<file path="src/rtl/core/sdc_pkg.sv">
// Shared types, codes and helpers for the STORE DATA chaining engine.
`timescale 1ns / 1ps

package sdc_pkg;

    // Largest number of data bytes in one STORE DATA frame.
    localparam logic [7:0] MAX_BLOCK = 8'd255;

    // Room for the words that one input item can produce (at most six), and the counter width for them.
    localparam int SDC_MAX_BURST = 7;
    localparam int SDC_CNT_W     = 3;

    // Input item kinds.
    localparam logic [1:0] KIND_START = 2'd0;
    localparam logic [1:0] KIND_REQ   = 2'd1;
    localparam logic [1:0] KIND_RESP  = 2'd2;

    // Result destinations.
    localparam logic [1:0] DEST_CARD   = 2'd0;
    localparam logic [1:0] DEST_HOST   = 2'd1;
    localparam logic [1:0] DEST_STATUS = 2'd2;

    // Final outcomes.
    localparam logic [1:0] OUT_OK        = 2'd0;
    localparam logic [1:0] OUT_REFUSED   = 2'd1;
    localparam logic [1:0] OUT_TRANSPORT = 2'd2;

    // Exchange phases.
    localparam logic [1:0] PH_IDLE = 2'd0;
    localparam logic [1:0] PH_SEND = 2'd1;
    localparam logic [1:0] PH_MID  = 2'd2;
    localparam logic [1:0] PH_LAST = 2'd3;

    // APDU header bytes and status words.
    localparam logic [7:0]  APDU_CLA_STORE = 8'h80;
    localparam logic [7:0]  APDU_INS_STORE = 8'hE2;
    localparam logic [7:0]  APDU_P1_MORE   = 8'h11;
    localparam logic [7:0]  APDU_P1_LAST   = 8'h91;
    localparam logic [7:0]  APDU_INS_GETR  = 8'hC0;
    localparam logic [7:0]  APDU_ZERO      = 8'h00;
    localparam logic [15:0] SW_OK          = 16'h9000;
    localparam logic [7:0]  SW1_MORE_DATA  = 8'h61;

    // Saturation limit of the response byte counter.
    localparam logic [8:0] RESP_CNT_MAX = 9'd511;

    // One input word as it sits in the queue.
    typedef struct packed {
        logic [1:0]  kind;
        logic [7:0]  data_byte;
        logic [15:0] request_length;
        logic        card_end;
    } t_item;

    // One result word.
    typedef struct packed {
        logic [1:0]  dest;
        logic [7:0]  out_byte;
        logic        out_last;
        logic [1:0]  outcome;
        logic [15:0] status_word;
    } t_res;

    // All result words caused by one input word.
    typedef struct packed {
        t_res [SDC_MAX_BURST-1:0] words;
        logic [SDC_CNT_W-1:0]     count;
    } t_burst;

    // Builds a result word.
    function automatic t_res mk_res(input logic [1:0] dest, input logic [7:0] byte_v,
                                    input logic last, input logic [1:0] outcome,
                                    input logic [15:0] sw);
        t_res r;
        r.dest        = dest;
        r.out_byte    = byte_v;
        r.out_last    = last;
        r.outcome     = outcome;
        r.status_word = sw;
        return r;
    endfunction

endpackage

</file>
<file path="src/rtl/core/sdc_in_queue.sv">
// Two-entry input queue that decouples the input ready from the output side.
`timescale 1ns / 1ps

module sdc_in_queue
    import sdc_pkg::*;
(
    input  logic  i_clk,
    input  logic  i_rst_n,
    input  logic  i_push,
    input  t_item i_item,
    output logic  o_not_full,
    input  logic  i_pop,
    output logic  o_head_valid,
    output t_item o_head
);

    t_item       r_q [2];
    logic        r_head;
    logic [1:0]  r_cnt;
    logic        n_head;
    logic [1:0]  n_cnt;
    logic        tail;

    assign tail         = r_head ^ r_cnt[0];
    assign o_not_full   = (r_cnt != 2'd2);
    assign o_head_valid = (r_cnt != 2'd0);
    assign o_head       = r_q[r_head];

    // Pointer and fill count update.
    always_comb begin
        n_head = r_head;
        n_cnt  = r_cnt;
        if (i_pop) begin
            n_head = ~r_head;
        end
        case ({i_push, i_pop})
            2'b10:   n_cnt = r_cnt + 2'd1;
            2'b01:   n_cnt = r_cnt - 2'd1;
            default: n_cnt = r_cnt;
        endcase
    end

    always_ff @(posedge i_clk) begin
        if (!i_rst_n) begin
            r_head <= 1'b0;
            r_cnt  <= 2'd0;
        end else begin
            r_head <= n_head;
            r_cnt  <= n_cnt;
        end
    end

    // Payload storage needs no reset.
    always_ff @(posedge i_clk) begin
        if (i_push) begin
            r_q[tail] <= i_item;
        end
    end

    a_cnt_range: assert property (@(posedge i_clk) disable iff (!i_rst_n)
        r_cnt != 2'd3)
        else $error("input queue count out of range");

    a_no_pop_empty: assert property (@(posedge i_clk) disable iff (!i_rst_n)
        i_pop |-> r_cnt != 2'd0)
        else $error("pop from empty input queue");

    a_no_push_full: assert property (@(posedge i_clk) disable iff (!i_rst_n)
        i_push |-> r_cnt != 2'd2)
        else $error("push into full input queue");

endmodule

</file>
<file path="src/rtl/core/sdc_engine.sv">
// Exchange state and the per-word logic that builds each burst of results.
`timescale 1ns / 1ps

module sdc_engine
    import sdc_pkg::*;
#(
    parameter logic [7:0] P_MAX_BLOCK = MAX_BLOCK
)
(
    input  logic   i_clk,
    input  logic   i_rst_n,
    input  logic   i_take,
    input  t_item  i_item,
    output t_burst o_burst
);

    logic [1:0]  r_phase,  n_phase;
    logic [15:0] r_rem,    n_rem;
    logic [7:0]  r_chunk,  n_chunk;
    logic [7:0]  r_blk,    n_blk;
    logic [8:0]  r_rcount, n_rcount;
    logic [7:0]  r_held0,  n_held0;
    logic [7:0]  r_held1,  n_held1;

    // Burst assembly and next state for the word at the queue head.
    always_comb begin
        logic [SDC_CNT_W-1:0] k;
        logic [15:0] hdr_rem;
        logic [7:0]  hdr_blk;
        logic [7:0]  hdr_chunk;
        logic        hdr_last;
        logic        do_hdr;
        logic        do_fin;
        logic [1:0]  fin_outcome;
        logic [15:0] fin_sw;
        logic [15:0] sw;
        logic [8:0]  cnt_next;

        n_phase     = r_phase;
        n_rem       = r_rem;
        n_chunk     = r_chunk;
        n_blk       = r_blk;
        n_rcount    = r_rcount;
        n_held0     = r_held0;
        n_held1     = r_held1;
        o_burst     = '0;
        k           = '0;
        hdr_rem     = r_rem;
        hdr_blk     = r_blk;
        do_hdr      = 1'b0;
        do_fin      = 1'b0;
        fin_outcome = OUT_OK;
        fin_sw      = 16'd0;
        sw          = {r_held1, i_item.data_byte};
        cnt_next    = (r_rcount == RESP_CNT_MAX) ? r_rcount : r_rcount + 9'd1;

        case (i_item.kind)
            KIND_START: begin
                n_rem   = i_item.request_length;
                hdr_rem = i_item.request_length;
                hdr_blk = 8'd0;
                do_hdr  = 1'b1;
            end
            KIND_REQ: begin
                // Data byte of the current frame; the Le byte closes the frame.
                if (r_phase == PH_SEND && r_chunk != 8'd0 && r_rem != 16'd0) begin
                    o_burst.words[k] = mk_res(DEST_CARD, i_item.data_byte, 1'b0,
                                              OUT_OK, 16'd0);
                    k       = k + 1'b1;
                    n_chunk = r_chunk - 8'd1;
                    n_rem   = r_rem - 16'd1;
                    if (r_chunk == 8'd1) begin
                        o_burst.words[k] = mk_res(DEST_CARD, APDU_ZERO, 1'b1,
                                                  OUT_OK, 16'd0);
                        k       = k + 1'b1;
                        n_phase = (r_rem == 16'd1) ? PH_LAST : PH_MID;
                    end
                end
            end
            KIND_RESP: begin
                if (r_phase == PH_MID || r_phase == PH_LAST) begin
                    // Forward the byte that has dropped out of the status window.
                    if (r_phase == PH_LAST && r_rcount >= 9'd2) begin
                        o_burst.words[k] = mk_res(DEST_HOST, r_held0, 1'b0,
                                                  OUT_OK, 16'd0);
                        k = k + 1'b1;
                    end
                    n_held0  = r_held1;
                    n_held1  = i_item.data_byte;
                    n_rcount = cnt_next;
                    if (i_item.card_end) begin
                        if (cnt_next < 9'd2) begin
                            do_fin      = 1'b1;
                            fin_outcome = OUT_TRANSPORT;
                        end else if (r_phase == PH_MID) begin
                            if (cnt_next != 9'd2 || sw != SW_OK) begin
                                do_fin      = 1'b1;
                                fin_outcome = OUT_REFUSED;
                                fin_sw      = sw;
                            end else begin
                                hdr_rem = r_rem;
                                hdr_blk = r_blk;
                                do_hdr  = 1'b1;
                            end
                        end else if (sw[15:8] == SW1_MORE_DATA) begin
                            // GET RESPONSE for the remaining answer bytes.
                            o_burst.words[k] = mk_res(DEST_CARD, APDU_ZERO, 1'b0,
                                                      OUT_OK, 16'd0);
                            k = k + 1'b1;
                            o_burst.words[k] = mk_res(DEST_CARD, APDU_INS_GETR, 1'b0,
                                                      OUT_OK, 16'd0);
                            k = k + 1'b1;
                            o_burst.words[k] = mk_res(DEST_CARD, APDU_ZERO, 1'b0,
                                                      OUT_OK, 16'd0);
                            k = k + 1'b1;
                            o_burst.words[k] = mk_res(DEST_CARD, APDU_ZERO, 1'b0,
                                                      OUT_OK, 16'd0);
                            k = k + 1'b1;
                            o_burst.words[k] = mk_res(DEST_CARD, sw[7:0], 1'b1,
                                                      OUT_OK, 16'd0);
                            k = k + 1'b1;
                            n_rcount = 9'd0;
                            n_held0  = 8'd0;
                            n_held1  = 8'd0;
                        end else if (sw == SW_OK) begin
                            do_fin      = 1'b1;
                            fin_outcome = OUT_OK;
                        end else begin
                            do_fin      = 1'b1;
                            fin_outcome = OUT_REFUSED;
                            fin_sw      = sw;
                        end
                    end
                end
            end
            default: begin
            end
        endcase

        // STORE DATA header for the next block.
        hdr_last  = (hdr_rem <= {8'd0, P_MAX_BLOCK});
        hdr_chunk = hdr_last ? hdr_rem[7:0] : P_MAX_BLOCK;
        if (do_hdr) begin
            o_burst.words[k] = mk_res(DEST_CARD, APDU_CLA_STORE, 1'b0, OUT_OK, 16'd0);
            k = k + 1'b1;
            o_burst.words[k] = mk_res(DEST_CARD, APDU_INS_STORE, 1'b0, OUT_OK, 16'd0);
            k = k + 1'b1;
            o_burst.words[k] = mk_res(DEST_CARD, hdr_last ? APDU_P1_LAST : APDU_P1_MORE,
                                      1'b0, OUT_OK, 16'd0);
            k = k + 1'b1;
            o_burst.words[k] = mk_res(DEST_CARD, hdr_blk, 1'b0, OUT_OK, 16'd0);
            k = k + 1'b1;
            o_burst.words[k] = mk_res(DEST_CARD, hdr_chunk, 1'b0, OUT_OK, 16'd0);
            k = k + 1'b1;
            n_blk    = hdr_blk + 8'd1;
            n_chunk  = hdr_chunk;
            n_rcount = 9'd0;
            n_held0  = 8'd0;
            n_held1  = 8'd0;
            // An empty request goes out as a whole frame at once.
            if (hdr_chunk == 8'd0) begin
                o_burst.words[k] = mk_res(DEST_CARD, APDU_ZERO, 1'b1, OUT_OK, 16'd0);
                k       = k + 1'b1;
                n_phase = PH_LAST;
            end else begin
                n_phase = PH_SEND;
            end
        end

        // Final status word ends the exchange.
        if (do_fin) begin
            o_burst.words[k] = mk_res(DEST_STATUS, 8'd0, 1'b1, fin_outcome, fin_sw);
            k        = k + 1'b1;
            n_phase  = PH_IDLE;
            n_rem    = 16'd0;
            n_chunk  = 8'd0;
            n_rcount = 9'd0;
            n_held0  = 8'd0;
            n_held1  = 8'd0;
        end

        o_burst.count = k;
    end

    always_ff @(posedge i_clk) begin
        if (!i_rst_n) begin
            r_phase  <= PH_IDLE;
            r_rem    <= 16'd0;
            r_chunk  <= 8'd0;
            r_blk    <= 8'd0;
            r_rcount <= 9'd0;
            r_held0  <= 8'd0;
            r_held1  <= 8'd0;
        end else if (i_take) begin
            r_phase  <= n_phase;
            r_rem    <= n_rem;
            r_chunk  <= n_chunk;
            r_blk    <= n_blk;
            r_rcount <= n_rcount;
            r_held0  <= n_held0;
            r_held1  <= n_held1;
        end
    end

    a_idle_clear: assert property (@(posedge i_clk) disable iff (!i_rst_n)
        r_phase == PH_IDLE |-> r_rem == 16'd0 && r_chunk == 8'd0)
        else $error("idle phase with request bytes outstanding");

    a_send_chunk: assert property (@(posedge i_clk) disable iff (!i_rst_n)
        r_phase == PH_SEND |-> r_chunk != 8'd0 && {8'd0, r_chunk} <= r_rem)
        else $error("frame data count exceeds remaining request bytes");

    a_burst_fits: assert property (@(posedge i_clk) disable iff (!i_rst_n)
        i_take |-> o_burst.count < 3'd7)
        else $error("burst larger than the result buffer");

endmodule

</file>
<file path="src/rtl/core/sdc_emitter.sv">
// Result buffer that holds one burst and hands its words out one per cycle while the receiver is ready.
`timescale 1ns / 1ps

module sdc_emitter
    import sdc_pkg::*;
(
    input  logic   i_clk,
    input  logic   i_rst_n,
    input  logic   i_load,
    input  t_burst i_burst,
    output logic   o_free,
    output logic   o_valid,
    input  logic   i_ready,
    output t_res   o_word
);

    t_res [SDC_MAX_BURST-1:0] r_words;
    logic [SDC_CNT_W-1:0]     r_cnt;
    logic [SDC_CNT_W-1:0]     r_idx;
    logic [SDC_CNT_W-1:0]     idx_inc;

    assign idx_inc = r_idx + 1'b1;
    assign o_valid = (r_idx != r_cnt);
    assign o_word  = r_words[r_idx];
    // The buffer can take a new burst once its last word leaves.
    assign o_free  = !o_valid || (i_ready && idx_inc == r_cnt);

    always_ff @(posedge i_clk) begin
        if (!i_rst_n) begin
            r_cnt <= '0;
            r_idx <= '0;
        end else if (i_load) begin
            r_cnt <= i_burst.count;
            r_idx <= '0;
        end else if (o_valid && i_ready) begin
            r_idx <= idx_inc;
        end
    end

    always_ff @(posedge i_clk) begin
        if (i_load) begin
            r_words <= i_burst.words;
        end
    end

    a_load_free: assert property (@(posedge i_clk) disable iff (!i_rst_n)
        i_load |-> o_free)
        else $error("burst loaded over words not yet delivered");

    a_idx_bound: assert property (@(posedge i_clk) disable iff (!i_rst_n)
        r_idx <= r_cnt)
        else $error("result index past burst length");

    a_status_last: assert property (@(posedge i_clk) disable iff (!i_rst_n)
        o_valid && o_word.dest == DEST_STATUS |-> o_word.out_last)
        else $error("status word without last flag");

endmodule

</file>
<file path="src/rtl/core/apdu_store_data_chaining_engine.sv">
// Top level of the STORE DATA chaining engine with GET RESPONSE collection.
`timescale 1ns / 1ps

// Usage:
// The input channel (i_in_valid / o_in_ready) carries one word per handshake:
// a start word with the request length, request bytes from the host, or card
// response bytes with i_card_end on the final byte of each card response.
// The output channel (o_out_valid / i_out_ready) carries command bytes for the
// card, answer bytes for the host and one final status word per exchange.
// An input word enters a two-entry queue; the engine takes it from the queue
// head once the result buffer is free and loads its whole burst of results
// (zero to six words) into the result buffer, which shows the words in order.
// The result buffer hands out one word per cycle while the receiver is ready,
// so the rate is one input word per cycle when each word yields at most one
// result; a word that yields more results holds the engine until its last
// result leaves through the single output port.
// When the receiver stalls, the buffer holds its word, the engine waits, and
// o_in_ready drops once both queue entries are full.
// Reset empties the queue and the result buffer and returns the exchange to
// idle with block number zero.

module apdu_store_data_chaining_engine
    import sdc_pkg::*;
#(
    parameter logic [7:0] P_MAX_BLOCK = MAX_BLOCK
)
(
    input  logic        i_clk,
    input  logic        i_rst_n,
    input  logic        i_in_valid,
    output logic        o_in_ready,
    input  logic [1:0]  i_kind,
    input  logic [7:0]  i_data_byte,
    input  logic [15:0] i_request_length,
    input  logic        i_card_end,
    output logic        o_out_valid,
    input  logic        i_out_ready,
    output logic [1:0]  o_dest,
    output logic [7:0]  o_out_byte,
    output logic        o_out_last,
    output logic [1:0]  o_outcome,
    output logic [15:0] o_status_word
);

    t_item  in_item;
    t_item  head;
    logic   head_valid;
    logic   take;
    logic   buf_free;
    t_burst burst;
    t_res   word;

    assign in_item.kind           = i_kind;
    assign in_item.data_byte      = i_data_byte;
    assign in_item.request_length = i_request_length;
    assign in_item.card_end       = i_card_end;

    // The engine works on the head word when the result buffer can take its burst.
    assign take = head_valid && buf_free;

    sdc_in_queue u_queue (
        .i_clk        (i_clk),
        .i_rst_n      (i_rst_n),
        .i_push       (i_in_valid && o_in_ready),
        .i_item       (in_item),
        .o_not_full   (o_in_ready),
        .i_pop        (take),
        .o_head_valid (head_valid),
        .o_head       (head)
    );

    sdc_engine #(
        .P_MAX_BLOCK (P_MAX_BLOCK)
    ) u_engine (
        .i_clk   (i_clk),
        .i_rst_n (i_rst_n),
        .i_take  (take),
        .i_item  (head),
        .o_burst (burst)
    );

    sdc_emitter u_emitter (
        .i_clk   (i_clk),
        .i_rst_n (i_rst_n),
        .i_load  (take),
        .i_burst (burst),
        .o_free  (buf_free),
        .o_valid (o_out_valid),
        .i_ready (i_out_ready),
        .o_word  (word)
    );

    assign o_dest        = word.dest;
    assign o_out_byte    = word.out_byte;
    assign o_out_last    = word.out_last;
    assign o_outcome     = word.outcome;
    assign o_status_word = word.status_word;

    a_outcome_on_status: assert property (@(posedge i_clk) disable iff (!i_rst_n)
        o_out_valid && o_dest != DEST_STATUS |-> o_outcome == OUT_OK)
        else $error("outcome set on a data word");

    a_sw_refused: assert property (@(posedge i_clk) disable iff (!i_rst_n)
        o_out_valid && o_status_word != 16'd0 |-> o_outcome == OUT_REFUSED)
        else $error("status word reported without refusal");

    a_host_not_last: assert property (@(posedge i_clk) disable iff (!i_rst_n)
        o_out_valid && o_dest == DEST_HOST |-> !o_out_last)
        else $error("answer byte flagged as last");

endmodule
</file>
<file path="config.mk">
export PLATFORM = sky130hd
export DESIGN_NAME = apdu_store_data_chaining_engine
export DESIGN_NICKNAME = d
export VERILOG_FILES = /design/src/rtl/core/sdc_pkg.sv /design/src/rtl/core/sdc_in_queue.sv /design/src/rtl/core/sdc_engine.sv /design/src/rtl/core/sdc_emitter.sv /design/src/rtl/core/apdu_store_data_chaining_engine.sv
export SDC_FILE = /design/constraint.sdc
export NUM_CORES = 1
export LEC_CHECK = 0
export BUFFER_PORTS_ARGS = -buffer_cell sky130_fd_sc_hd__buf_2
export CAP_MARGIN = 40
export CORE_ASPECT_RATIO = 1.2
export CORE_MARGIN = 2
export CORE_UTILIZATION = 60
export DETAILED_ROUTE_END_ITERATION = 12
export PLACE_DENSITY = 0.87
export SYNTH_ARGS = -nofsm -noshare
export SYNTH_HDL_FRONTEND = slang
export SYNTH_HIERARCHICAL = 1
export SYNTH_SLANG_ARGS = --single-unit
</file>
<file path="constraint.sdc">
create_clock -name i_clk -period 10.85 [get_ports i_clk]
set_clock_uncertainty 0.1 [all_clocks]
set_input_delay 2.17 -clock i_clk [delete_from_list [all_inputs] [get_ports i_clk]]
set_output_delay 2.17 -clock i_clk [all_outputs]
set_load 0.005 [all_outputs]
</file>
==> impl_metrics.py, run 1 <==
metrics = {
    "placement": {
        "dp.cells": 2089,
        "placed_area_mm2": 0.0185,
        "dp_hpwl_um": 35400,
        "pre_cts_ws_ns": 4.30,
        "place.gp.congestion": 1.04,
        "io_buffers": 61,
    },
    "sta": {
        "fin_setup_tns_ns": 0,
        "hold_ws_ns": 0.376,
        "hold_violations": 0,
        "worst-slew-pin-transition_ns": 0.958,
        "finalMaxSlewViolations": 0,
        "rsz0062_at_grt": "no",
        "timing.final.ws_setup_ns": 4.09,
        "finalCriticalPeriod_ns": 6.76,
        "clock.fmax_mhz": 148,
        "relSlewSlack": 0.360,
        "final-setup-viol-count": 0,
        "fin_crit_sh": 0.623,
    },
    "clocking": {
        "cts_tree": "built",
        "hold_buffers": 0,
        "htreeDepth": 1,
        "post-cts-setup-buffers": 0,
        "cts_made_buffers": 31,
        "path_clk_slew_ns": 0.07,
        "cts_root_buffer": "clkbuf_16",
        "clockBufferDepth": 3,
        "clock_latency_ns": 0.59,
        "cts.sinks": 326,
        "ctsResizeCount": 0,
    },
    "critical_path": {
        "critPathMaxFanout": 27,
        "critPathRequiredTime_ns": 11.07,
        "path_class": "reg2reg",
        "cp-start-kind": "flip-flop",
        "crit_path_end_kind": "flip-flop",
        "crit_arrival_ns": 6.98,
    },
    "layout": {
        "finalInstanceArea_mm2": 0.0195,
        "fin_nets": 1784,
        "fillers": 2202,
        "drive_above_1_share": 0.125,
        "postLayoutCoreUtil": 0.662,
        "synthToLayoutAreaGrowth_pct": 9.45,
        "fin_cells": 2146,
        "final_common_cell": "edfxtp_1",
        "final_cell_mix": "257 x edfxtp_1, 234 x nor2_1, 143 x nand2_1",
    },
    "pwr": {
        "vdd.ir_drop.worst_mv": 0.206,
        "powerDensity_mw_per_mm2": 263,
        "leakagePower_nw": 6.63,
        "power.total_mw": 5.12,
    },
    "global_routing": {
        "grt_pass1_vias": 13800,
        "met1_usage": 0.390,
        "globalRoute.totalOverflow": 0,
        "grt_use_total": 0.328,
        "top_usage_layer": "met2",
        "grt_use_met3": 0.0522,
        "grt_pass1_wl_um": 78100,
        "antenna_found_initial": 1,
        "grt_max_degree": 76,
        "grt.met2_usage": 0.564,
    },
    "synthesis": {
        "synth_area_leader_cell": "edfxtp_1",
        "synth-seq-area-share": 0.511,
        "yosys_warnings": 6,
        "syn-cell-area_mm2": 0.0178,
        "synth-edff-count": 257,
        "synth-async-reset-ratio": 0,
        "ys_ff_latch": 326,
        "synth.area.top_cells": "edfxtp_1 43%, dfxtp_1 7.8%, nor2_1 5.0%, mux4_2 3.7%, nand2_1 3.0%",
        "postSynthAreaPerCell_um2": 10.4,
        "syn_inst": 1708,
        "synth_cell_type_count": 88,
        "synth_top_flop_cell": "edfxtp_1",
        "yosys.area.top_type_share": 0.433,
    },
    "floorplan": {
        "dieArea_mm2": 0.0311,
        "io_pins": 62,
        "die_w_um": 161,
        "rows": 69,
        "core_mm2": 0.0294,
        "die_h_um": 193,
        "start_util": 0.605,
    },
    "drt": {
        "drt_wl_total_um": 51500,
        "route.detailed.drc": 0,
        "dr.first_iter.drc_count": 1929,
        "drtPass1Iterations": 6,
        "vias": 14500,
        "viasPerCell": 6.75,
        "antenna_left": 0,
        "wl_per_cell_um": 24.0,
    },
    "run_status": {
        "status": "complete, no violations",
    },
    "run": {
        "max_cap_viol_count": 0,
    },
    "min_path": {
        "hold_class": "reg2reg",
    },
}
cell usage after synthesis, drive strengths merged, types with 7 or more instances:
master,number
or3,12
o22ai,9
mux2,28
nor2,240
a2111oi,13
inv,32
edfxtp,257
nand3b,13
a21o,8
o211ai,16
and3,20
o31ai,8
mux4,29
a31oi,15
mux2i,40
a21boi,19
nor3b,8
nor2b,43
xor2,14
a211oi,9
nand2,143
nor3,31
nand2b,13
xnor2,24
nand4,10
nand3,37
ha,21
o21ai,105
dfxtp,69
or2,7
a2bb2oi,31
nor4,18
clkbuf,65
a22o,10
and2,25
a21oi,93
a22oi,50
buf,51
a32oi,8
a221oi,12
sequential cells by signal, summed over array words and instances, names as in the netlist, 3 cells and up, named ones only:
register	cells
u_emitter/r_words	203
u_queue/r_q	54
u_engine/r_rem	16
u_engine/r_rcount	9
u_engine/r_blk	8
u_engine/r_chunk	8
u_engine/r_held0	8
u_engine/r_held1	8
u_emitter/r_cnt	3
u_emitter/r_idx	3
critical path, cell delays in order, from the launching register on:
cell and delay, ns:
dfxtp_1 0.31, buf_4 0.34, mux2_1 0.39, inv_1 0.09, ha_1 0.57, nand3b_1 0.16, a2111oi_0 0.47, buf_1 0.24
a21oi_1 0.13, inv_1 0.19, ha_1 0.44, xor2_1 0.65, xnor2_1 0.36, and4_1 0.26, o22ai_1 0.08, xnor2_1 0.34
and2_1 0.28, nand3_1 0.55, o211ai_1 0.45, a21oi_1 0.08
layer usage:
layer  vias to the layer above  share of wire
li1                       6447              -
met4                         0          0.069
met2                       898           0.48
met5                         -              0
met3                       236          0.092
met1                      6912           0.35
power by group:
group | internal, mW | leakage (nW) | switching [mW]
Combinational | 0.656 | 3.11 | 1.27
Clock | 0.566 | 0.468 | 0.461
Sequential | 1.96 | 3.05 | 0.206
worst paths after layout:
path	depth (start not counted)	start	to	slack (ns)
worst max register to register	19	flip-flop	u_emitter/r_words[78]$_DFFE_PP_	4.09
worst min-delay path	2	u_engine/r_blk[1]$_SDFFE_PN0P_	u_engine/r_blk[1]$_SDFFE_PN0P_	0.38
worst max-delay path	19	flip-flop	u_emitter/r_words[78]$_DFFE_PP_	4.09
worst min register to register	2	u_engine/r_blk[1]$_SDFFE_PN0P_	u_engine/r_blk[1]$_SDFFE_PN0P_	0.38
area by class of cell:
class | count | area [µm²] | area share
antenna | 1 | 2.50 | 0.000128
clock buffer | 41 | 833 | 0.0427
clock inverter | 15 | 125 | 0.00642
inverter | 33 | 126 | 0.00648
multi-input combinational | 1238 | 8100 | 0.415
sequential | 326 | 9110 | 0.467
tap | 390 | 488 | 0.0250
timing repair buffer | 102 | 723 | 0.0371
cell families after synthesis:
| kind of cell | synth area share |
|---|---|
| muxes | 0.0768 |
| AOI/OAI and AO/OA | 0.169 |
| xor gates and xnor gates | 0.0216 |
| and+or+nand+nor | 0.170 |
| adders and majority gates | 0.0147 |
| other | 0.000210 |
| buffers and inverters | 0.0369 |
| DFF | 0.511 |
No activity file was read; power rests on OpenSTA's default activity.
==> inputs of run 2 (changes only) <==
--- a/config.mk
+++ b/config.mk
@@ -5,11 +5,12 @@
 export SDC_FILE = /design/constraint.sdc
 export NUM_CORES = 1
 export LEC_CHECK = 0
+export ABC_AREA = 1
 export BUFFER_PORTS_ARGS = -buffer_cell sky130_fd_sc_hd__buf_2
 export CAP_MARGIN = 40
 export CORE_ASPECT_RATIO = 1.2
 export CORE_MARGIN = 2
-export CORE_UTILIZATION = 60
+export CORE_UTILIZATION = 57
 export DETAILED_ROUTE_END_ITERATION = 12
 export PLACE_DENSITY = 0.87
 export SYNTH_ARGS = -nofsm -noshare
==> constraint.sdc (replaced) <==
create_clock -name i_clk -period 5.58 [get_ports i_clk]
set_clock_uncertainty 0.1 [all_clocks]
set_input_delay 1.116 -clock i_clk [delete_from_list [all_inputs] [get_ports i_clk]]
set_output_delay 1.116 -clock i_clk [all_outputs]
set_load 0.005 [all_outputs]
==> impl_metrics.py, run 2 <==
metrics = {
    "sta": {
        "hold_violations": 0,
        "clock.fmax_mhz": 187,
        "fin_setup_tns_ns": 0,
        "finalMaxSlewViolations": 0,
        "final-setup-viol-count": 0,
        "finalCriticalPeriod_ns": 5.35,
        "rsz0062_at_grt": "no",
        "worst-slew-pin-transition_ns": 0.965,
        "fin_crit_sh": 0.959,
        "relSlewSlack": 0.350,
    },
    "clocking": {
        "cts_root_buffer": "clkbuf_16",
        "cts_made_buffers": 31,
        "ctsResizeCount": 0,
        "post-cts-setup-buffers": 0,
        "hold_buffers": 0,
        "clock_latency_ns": 0.60,
        "clockBufferDepth": 3,
        "htreeDepth": 1,
        "path_clk_slew_ns": 0.07,
        "cts.sinks": 326,
        "cts_tree": "built",
    },
    "layout": {
        "top_regs": "u_emitter/r_words (203), u_queue/r_q (54), u_engine/r_rem (16)",
        "postLayoutCoreUtil": 0.627,
        "final_common_cell": "nand2_1",
        "largest_reg_flops": 203,
        "synthToLayoutAreaGrowth_pct": 8.42,
        "regMostFlops": "u_emitter/r_words",
        "fin_nets": 2339,
        "finalInstanceArea_mm2": 0.0202,
        "fillers": 2712,
        "final_cell_mix": "488 x nand2_1, 345 x nor2_1, 257 x edfxtp_1",
        "drive_above_1_share": 0.112,
    },
    "critical_path": {
        "critPathMaxFanout": 26,
        "setup.reg_to_reg.worst_slack_ns": 0.23,
        "cp-start-kind": "flip-flop",
        "path_class": "reg2reg",
        "crit_arrival_ns": 5.59,
        "crit_path_end_kind": "flip-flop",
        "critPathRequiredTime_ns": 5.82,
    },
    "synthesis": {
        "ys_ff_latch": 326,
        "synth_cell_type_count": 58,
        "postSynthAreaPerCell_um2": 8.23,
        "synth-edff-count": 257,
        "synth.area.top_cells": "edfxtp_1 41%, nand2_1 9.8%, dfxtp_1 7.4%, nor2_1 7.0%, o21ai_0 5.7%",
        "syn-cell-area_mm2": 0.0186,
        "synth_commonest_cells": "488 x nand2_1, 346 x nor2_1, 257 x edfxtp_1, 213 x o21ai_0, 194 x inv_1",
        "yosysMostFrequentCell": "nand2_1",
        "synth-seq-area-share": 0.488,
        "synth_area_leader_cell": "edfxtp_1",
        "synth_top_flop_cell": "edfxtp_1",
        "syn_inst": 2264,
        "synth-async-reset-ratio": 0,
        "yosys.area.top_type_share": 0.414,
        "yosys_warnings": 6,
    },
    "pwr": {
        "comb_power_share": 0.386,
        "switchingPower_mw": 4.31,
        "power.total_mw": 10.7,
        "power_frac_clock": 0.219,
        "powerDensity_mw_per_mm2": 530,
        "vdd.ir_drop.worst_mv": 0.406,
        "swShare": 0.403,
        "intPower_mw": 6.40,
        "leakagePower_nw": 8.19,
        "power_frac_seq": 0.395,
    },
    "drt": {
        "route.detailed.drc": 0,
        "antenna_left": 0,
        "drtPass1Iterations": 6,
        "wl_per_cell_um": 21.3,
        "dr.first_iter.drc_count": 1820,
        "vias": 16700,
        "drt_wl_total_um": 57900,
        "viasPerCell": 6.15,
    },
    "placement": {
        "place.gp.congestion": 1.07,
        "placed_area_mm2": 0.0191,
        "io_buffers": 61,
        "dp_hpwl_um": 39800,
    },
    "global_routing": {
        "grt_pass1_vias": 16200,
        "grt_use_total": 0.334,
        "grt_max_degree": 144,
        "grt_pass1_wl_um": 88600,
        "globalRoute.totalOverflow": 0,
        "antenna_found_initial": 0,
    },
    "floorplan": {
        "start_util": 0.578,
        "dieArea_mm2": 0.0342,
        "core_mm2": 0.0323,
        "io_pins": 62,
        "rows": 72,
        "die_h_um": 202,
        "die_w_um": 169,
    },
    "run": {
        "max_cap_viol_count": 0,
    },
    "min_path": {
        "hold_class": "reg2reg",
    },
    "run_status": {
        "status": "complete, no violations",
    },
}
run 2: cell count changes in the layout (fill, tap and decap cells not counted), moves of 39 or more:
cell     change
nor2_1     +111
inv_1      +166
nand3_1     +94
o21ai_0    +134
a22oi_1     -48
mux2i_1     -39
nor2b_1     -43
nand2_1    +345
run 2: final timing paths:
| kind | startpoint | endpoint | cells after the start |
|---|---|---|---|
| worst max register to register | flip-flop | u_emitter/r_words[112]$_DFFE_PP_ | 19 |
| worst min register to register | u_engine/r_held0[6]$_SDFFE_PN0P_ | u_engine/r_held0[6]$_SDFFE_PN0P_ | 2 |
| worst min-delay path | u_engine/r_held0[6]$_SDFFE_PN0P_ | u_engine/r_held0[6]$_SDFFE_PN0P_ | 2 |
| worst max-delay path | flip-flop | u_emitter/r_words[112]$_DFFE_PP_ | 19 |
run 2: logic make-up (layout without fill, tap and decap cells):
| group | after synthesis | in the layout | synth area share |
|---|---|---|---|
| AND/OR/NAND/NOR | 1093 | 1093 | 0.255 |
| adder cells (fa/ha/maj) | 21 | 21 | 0.0141 |
| flip-flops | 326 | 326 | 0.488 |
| other | 1 | 7 | 0.000201 |
| AO/OA/AOI/OAI | 460 | 460 | 0.135 |
| multiplexers | 28 | 28 | 0.0209 |
| buffers and inverters | 321 | 364 | 0.0793 |
| XOR/XNOR | 14 | 14 | 0.00698 |
run 2: layout make-up:
type | instances | area (µm²) | share of cell area
antenna | 1 | 2.50 | 0.000124
clock buffer | 37 | 818 | 0.0405
clock inverter | 21 | 319 | 0.0158
inverter | 215 | 826 | 0.0409
multi-input combinational | 1622 | 8090 | 0.400
sequential | 326 | 9100 | 0.450
tap | 407 | 509 | 0.0252
timing repair buffer | 91 | 548 | 0.0271
run 2: metal layers:
layer,up-vias,track usage,part of all wire
met5,-,0,0
met4,0,0.173,0.057
met3,213,0.0394,0.080
met2,952,0.577,0.49
met1,7887,0.411,0.38
li1,7688,-,-
run 2: worst max-delay path: stages, from the launching register on:
cell and delay, ns:
dfxtp_1 0.33, mux2_2 0.25, inv_1 0.06, ha_1 0.25, buf_4 0.21, inv_1 0.48, nand2_1 0.15, nand2_2 0.25
o21ai_0 0.42, inv_1 0.37, nand4_1 0.13, nor2_1 0.34, inv_2 0.15, nand2_1 0.14, xor2_2 0.34, nand2_1 0.14
inv_1 0.12, nand4_4 0.53, nand2_1 0.24, inv_1 0.06
run 2: power groups by stage:
stage	sequential, mW	combinational, mW	clock, mW
detailed placement	4.25	4.01	0
global route	4.30	4.49	2.45
global placement	4.19	3.89	0
CTS	4.21	4.05	2.37
finish	4.23	4.14	2.35
floorplan	4.21	2.77	0
run 2: stage by stage:
step | std cells | worst slack (ns) | hold WS [ns]
global route | 2719 | 0.160 | 0.396
finish | 2720 | 0.228 | 0.376
global placement | 2656 | 0.524 | 0.359
detailed placement | 2661 | 0.473 | 0.363
CTS | 2719 | 0.433 | 0.373
floorplan | 2269 | 0.00371 | 0.344
